$ cat config.mk
export PLATFORM = sky130hd
export DESIGN_NAME = ofe_divider
export DESIGN_NICKNAME = d
export VERILOG_FILES = /design/src/rtl/core/ofe_pkg.sv /design/src/rtl/core/ofe_divider.sv
export SDC_FILE = /design/constraint.sdc
export NUM_CORES = 2
export LEC_CHECK = 0
export BUFFER_PORTS_ARGS = -buffer_cell sky130_fd_sc_hd__buf_4
export CAP_MARGIN = 5
export CORE_MARGIN = 8
export CORE_UTILIZATION = 55
export CTS_BUF_LIST = sky130_fd_sc_hd__clkbuf_8
export DETAILED_ROUTE_END_ITERATION = 8
export PLACE_DENSITY = 0.85
export SYNTH_ARGS = -nofsm -noshare
export SYNTH_HDL_FRONTEND = slang
export SYNTH_MEMORY_MAX_BITS = 65536
export SYNTH_SLANG_ARGS = --single-unit
$ cat constraint.sdc
create_clock -name clock -period 3.4 [get_ports clock]
set_input_delay 0.68 -clock clock [delete_from_list [all_inputs] [get_ports clock]]
set_output_delay 0.68 -clock clock [all_outputs]
set_load 0.01 [all_outputs]
$ cat src/rtl/core/ofe_pkg.sv
// Package for the off-screen edge indicator: payload types, constants and the divider step.
`default_nettype none
package ofe_pkg;

   // Field widths
   localparam int CoordW   = 16;
   localparam int DimW     = 10;
   localparam int KindW    = 2;
   localparam int CsrIdxW  = 1;

   // Divider geometry: |num| * 256 needs 25 bits, |d| up to 32768 needs 17
   localparam int DvdW       = 25;
   localparam int DvsW       = 17;
   localparam int RemW       = DvsW - 1;
   localparam int DIV_STAGES = DvdW;

   // Register indexes
   localparam logic [CsrIdxW-1:0] CSR_SCREEN_WIDTH  = 1'b0;
   localparam logic [CsrIdxW-1:0] CSR_SCREEN_HEIGHT = 1'b1;

   localparam logic [DimW-1:0] RESET_WIDTH  = 10'd256;
   localparam logic [DimW-1:0] RESET_HEIGHT = 10'd192;

   // Arrow frames
   localparam logic [KindW-1:0] KIND_HORZ = 2'd0;
   localparam logic [KindW-1:0] KIND_VERT = 2'd1;
   localparam logic [KindW-1:0] KIND_DIAG = 2'd2;

   localparam logic [CoordW-1:0] T_START     = 16'h7FFF;
   localparam int                MARKER_SIZE = 8;

   typedef struct packed {
      logic [CoordW-1:0] target_x;
      logic [CoordW-1:0] target_y;
      logic [CoordW-1:0] viewer_x;
      logic [CoordW-1:0] viewer_y;
      logic [CoordW-1:0] camera_x;
      logic [CoordW-1:0] camera_y;
   } req_type;

   typedef struct packed {
      logic [CoordW-1:0] marker_x;
      logic [CoordW-1:0] marker_y;
      logic [KindW-1:0]  arrow_kind;
      logic              flip_horizontal;
      logic              flip_vertical;
   } rsp_type;

   // Per-transaction data that rides alongside the divider
   typedef struct packed {
      logic [CoordW-1:0] cx;
      logic [CoordW-1:0] cy;
      logic [CoordW-1:0] dx;
      logic [CoordW-1:0] dy;
      logic              degen;
      logic              use_x;
      logic              use_y;
      logic              neg_x;
      logic              neg_y;
      logic [KindW-1:0]  kind;
      logic              hflip;
      logic              vflip;
   } side_type;

   // One divider lane: partial remainder, dividend/quotient shifter, divisor
   typedef struct packed {
      logic [RemW-1:0] rem;
      logic [DvdW-1:0] work;
      logic [DvsW-1:0] dvs;
   } div_lane_type;

   // One restoring step: one quotient bit
   function automatic div_lane_type div_step(div_lane_type s);
      logic [DvsW-1:0] trial;
      div_lane_type    r;
      trial  = {s.rem, s.work[DvdW-1]};
      r      = s;
      r.work = {s.work[DvdW-2:0], 1'b0};
      if (trial >= s.dvs) begin
         r.rem     = RemW'(trial - s.dvs);
         r.work[0] = 1'b1;
      end else begin
         r.rem = trial[RemW-1:0];
      end
      return r;
   endfunction

endpackage
`default_nettype wire

$ cat src/rtl/core/ofe_divider.sv
// Two-lane pipelined restoring divider, one quotient bit per stage, with side data.
`default_nettype none
module ofe_divider (
   input  wire                   clock,
   input  wire                   reset,
   input  wire                   advance,
   input  wire                   in_valid,
   input  wire ofe_pkg::div_lane_type in_lane_x,
   input  wire ofe_pkg::div_lane_type in_lane_y,
   input  wire ofe_pkg::side_type     in_side,
   output logic                  out_valid,
   output logic [ofe_pkg::DvdW-1:0] out_quo_x,
   output logic [ofe_pkg::DvdW-1:0] out_quo_y,
   output ofe_pkg::side_type     out_side
);

   logic                  valid_ff  [ofe_pkg::DIV_STAGES];
   ofe_pkg::div_lane_type lane_x_ff [ofe_pkg::DIV_STAGES];
   ofe_pkg::div_lane_type lane_y_ff [ofe_pkg::DIV_STAGES];
   ofe_pkg::side_type     side_ff   [ofe_pkg::DIV_STAGES];

   for (genvar k = 0; k < ofe_pkg::DIV_STAGES; k++) begin : g_stage
      logic                  valid_in;
      ofe_pkg::div_lane_type lane_x_in;
      ofe_pkg::div_lane_type lane_y_in;
      ofe_pkg::side_type     side_in;

      // source: ports for the first stage, previous stage otherwise
      if (k == 0) begin : g_first
         always_comb begin
            valid_in  = in_valid;
            lane_x_in = ofe_pkg::div_step(in_lane_x);
            lane_y_in = ofe_pkg::div_step(in_lane_y);
            side_in   = in_side;
         end
      end else begin : g_next
         always_comb begin
            valid_in  = valid_ff[k-1];
            lane_x_in = ofe_pkg::div_step(lane_x_ff[k-1]);
            lane_y_in = ofe_pkg::div_step(lane_y_ff[k-1]);
            side_in   = side_ff[k-1];
         end
      end

      always_ff @(posedge clock) begin
         if (reset) begin
            valid_ff[k] <= 1'b0;
         end else if (advance) begin
            valid_ff[k] <= valid_in;
         end
      end

      always_ff @(posedge clock) begin
         if (advance) begin
            lane_x_ff[k] <= lane_x_in;
            lane_y_ff[k] <= lane_y_in;
            side_ff[k]   <= side_in;
         end
      end
   end

   assign out_valid = valid_ff[ofe_pkg::DIV_STAGES-1];
   assign out_quo_x = lane_x_ff[ofe_pkg::DIV_STAGES-1].work;
   assign out_quo_y = lane_y_ff[ofe_pkg::DIV_STAGES-1].work;
   assign out_side  = side_ff[ofe_pkg::DIV_STAGES-1];

endmodule
`default_nettype wire

==> flow_summary.toml <==
[run_status]
status = "completed"

[worst_hold_path]
whs_path_depth = 4
hold_class = "in2reg"

[worst_setup_path]
cp_num_buf_inv = 1
crit_slowest_cell = "or3b_1"
endpoint_kind = "register"
crit_type = "reg2reg"
crit_family = "simple AND/OR/NAND/NOR gates"
rr_worst_depth = 11
critPathLaunchType = "register"
path_max_fanout = 17
worst-path-stages = 11
arrival_ps = 4230
slowest_delay_ps = 430
cp_data_required_time_ps = 4310
crit_chain = "ha_1 > a21o_1 > or3_1 > or3b_1 > a311oi_2 > nor3_1 > o2111ai_1 > nand2_1 > a21oi_4 > buf_12 > mux2i_1"

[synthesis]
ys_warn_count = 0
ys_ff_latch = 4684
yosysSeqAreaShare_pct = 74.9
synth_edf_count = 4684
synth.avg_cell_area_um2 = 16.4
syn-num-nets = 12600
netlist_instances = 11500
async_flop_share_pct = 0
synth.distinct_cells = 88
syn_area_um2 = 188000
ys.flop_type = "edfxtp_1"

[routing]
dr.pass1.iters = 8
drtIter0Drc = 5272
drtAntennaViolNets = 0
drc = 0
routedWlPerCell_um = 16.8
vias = 93800
detail_route.vias_per_cell = 5.24
finalWirelength_mm = 301

[timing]
tightest_slew_ps = 878
hold_violations = 0
setup_viol = 0
fin_crit_sh_pct = 97.5
period_needed_ps = 3310
maxSlewViolCount = 0
fin_setup_tns_ps = 0
skew_ps = 67.3
maxSlewHeadroom_pct = 41.4
fmax_mhz = 302
timing.hold.ws_ps = 187

[clock_network]
clk_latency_ps = 1190
clk_pin_slew_ps = 60
cts-root-buf = "clkbuf_8"
clk_path_buf_depth = 4
clock_sinks = 4684
cts_tree = "built"
htree_levels = 6
cts_buffers = 722

[placement]
gp_congestion = 0.914
hpwlAfterDp_mm = 201
io_buffers = 316

[flow_run]
drv_cap = 0

[floorplan]
boundaryPins = 317
dieArea_um2 = 360000
std_cell_rows = 214
initial_core_util_pct = 55.2
core_um2 = 340000
fp.dieW_um = 600
die_h_um = 600

[power]
p_leak_nw = 82.1
p_per_area_nw_per_um2 = 781
switching_share_pct = 29.2
seqPwrFrac_pct = 46.9
clockPowerShare_pct = 26.1
p_switching_mw = 48.7
internal_power_mw = 118
p_total_mw = 167
max-vdd-ir-drop_uv = 452
combPwrFrac_pct = 27.0

[layout]
area_delta_synth_final_pct = 13.8
layout-drive-gt1-share_pct = 14.8
layout.filler_cells = 23200
finalNetCount = 13900

[global_route]
grt_pass1_vias = 96000
grt_max_degree = 123
grt_pass1_wl_mm = 478
antenna_found_initial = 6
grt-ovfl-total = 0
track_usage_pct = 16.3
## through the flow
| stage | area (um2) | setup slack, ps | util [%] | instances |
|---|---|---|---|---|
| 2_1_floorplan | 188000 | 202 | - | 11500 |
| 5_1_grt | 213000 | -26.2 | 62.8 | 17900 |
| 3_3_place_gp | 198000 | -97.7 | 58.2 | 16400 |
| 3_5_place_dp | 198000 | -74.6 | 58.2 | 16400 |
| 6_report | 214000 | 86.7 | 62.8 | 17900 |
| 4_1_cts | 213000 | 34.4 | 62.8 | 17900 |
## cells by family after synthesis
| kind of cell | Yosys count | share of synthesized area [%] |
|---|---|---|
| DFF | 4684 | 74.9 |
| and+or+nand+nor | 1795 | 4.63 |
| AOI/OAI and AO/OA | 1892 | 6.50 |
| buffers and inverters | 1207 | 2.51 |
| adders and majority gates | 898 | 6.18 |
| muxes | 462 | 2.74 |
| xor gates and xnor gates | 533 | 2.49 |
## Yosys cell counts, types with 18 or more instances
library cell,n,area share [%]
o31a_1,22,0.10
xor2_1,221,1.0
a41oi_1,20,0.093
clkbuf_1,84,0.17
o31ai_1,85,0.34
a211oi_1,54,0.22
mux2i_1,63,0.34
edfxtp_1,4684,75
nand2_1,489,0.98
nor2b_1,136,0.45
inv_1,1058,2.1
or2_2,18,0.060
or3_1,39,0.13
o21bai_1,29,0.12
a31o_2,30,0.14
o211ai_1,42,0.17
and4_1,22,0.10
nor3_1,149,0.40
o21ai_0,474,1.3
nand3_1,128,0.34
buf_2,27,0.072
ha_1,850,5.7
a21oi_1,463,1.2
a21boi_0,76,0.30
xnor2_1,312,1.5
mux2_2,393,2.4
fa_1,48,0.51
nand2b_1,135,0.45
and3_1,36,0.12
buf_4,32,0.13
o21a_1,104,0.42
nand4_1,77,0.26
a21o_1,223,0.89
a211o_1,25,0.12
and2_1,35,0.12
a2111oi_0,26,0.12
o41ai_1,26,0.12
nor2_1,451,0.90
a31oi_1,64,0.21
## placed cells by master, fill, tap and decap left out, types with 23 or more instances in the layout
cell type      Yosys  final
o21ai_0          474    472
nor2b_1          136    136
ha_1             850    849
nand2_1          489    489
nor2_1           451    451
edfxtp_1        4684   4684
inv_1           1058   1261
mux2_2           393    393
nor3_1           149    149
clkbuf_8           0    727
o31ai_1           85     78
o21bai_1          29     29
nand3_1          128    127
nand4_1           77     77
a21boi_0          76     71
a21o_1           223    223
or3_1             39     39
mux2i_1           63     62
a211o_1           25     25
buf_12             1     76
clkinv_1           0    179
buf_4             32    495
and2_1            35     35
xor2_1           221    221
o41ai_1           26     24
xnor2_1          312    312
fa_1              48     48
a21oi_1          463    459
a211oi_1          54     54
a31o_2            30     29
a31oi_1           64     60
bufinv_16          0     29
o21a_1           104    104
a2111oi_0         26     23
nand2b_1         135    135
clkinv_2           0     79
and3_1            36     36
dlygate4sd3_1      0    190
o211ai_1          42     42
## layout make-up
type	instances	area, um2	area share (%)
clock buffer	727	10000	4.69
timing repair buffer	762	7170	3.36
clock inverter	552	3490	1.63
tap	4536	5680	2.66
sequential	4684	141000	65.9
antenna	12	30.0	0.0141
inverter	1058	3970	1.86
multi-input combinational	5580	42500	19.9
## metal layers
layer | GRT usage (%) | up-vias | part of all wire [%]
met5 | 0 | - | 0
met4 | 7.15 | 0 | 4.3
met3 | 2.75 | 768 | 3.9
met2 | 30.8 | 1926 | 53
met1 | 17.9 | 45100 | 38
li1 | - | 46100 | -
## worst reg2reg max path: cells and delay by family (launching register included)
family,cells,cell delay [ps]
AOI/OAI and AO/OA,4,780
buffers and inverters,1,180
muxes,1,440
adders and majority gates,1,300
DFF,1,380
and+or+nand+nor,4,990
## worst paths after layout
kind,start,end,slack [ps]
worst max-delay path,lane_x_ff[1][279]$_DFFE_PP_,lane_x_ff[1][332]$_DFFE_PP_,90
worst min-delay path,reset,valid_ff[0]$_DFFE_PP_,190
worst max register to register,lane_x_ff[1][279]$_DFFE_PP_,lane_x_ff[1][332]$_DFFE_PP_,90
worst min register to register,lane_y_ff[1][206]$_DFFE_PP_,lane_y_ff[1][265]$_DFFE_PP_,370
## registers in the layout, summed over array words and instances, names as in the netlist
signal and flops:
lane_x_ff 1417, lane_y_ff 1417, side_ff 1825, valid_ff 25
## power groups by stage
stage | sequential [mW] | combinational [mW] | clock (mW)
3_3_place_gp | 79.0 | 42.7 | 0
6_report | 78.2 | 45.0 | 43.5
3_5_place_dp | 79.3 | 44.2 | 0
5_1_grt | 78.9 | 50.1 | 47.5
4_1_cts | 78.2 | 44.7 | 44.9
2_1_floorplan | 77.4 | 34.0 | 0
## repair_timing
| action | 4_1_cts | 5_1_grt |
|---|---|---|
| hold buffers | 190 | 0 |
| setup endpoints to repair | 0 | 187 |
| buffers inserted | 0 | 4 |
| endpoints found under the hold margin | 189 | 0 |
| gates resized for setup | 0 | 38 |
Note: power is estimated with default switching activity, not from simulation.
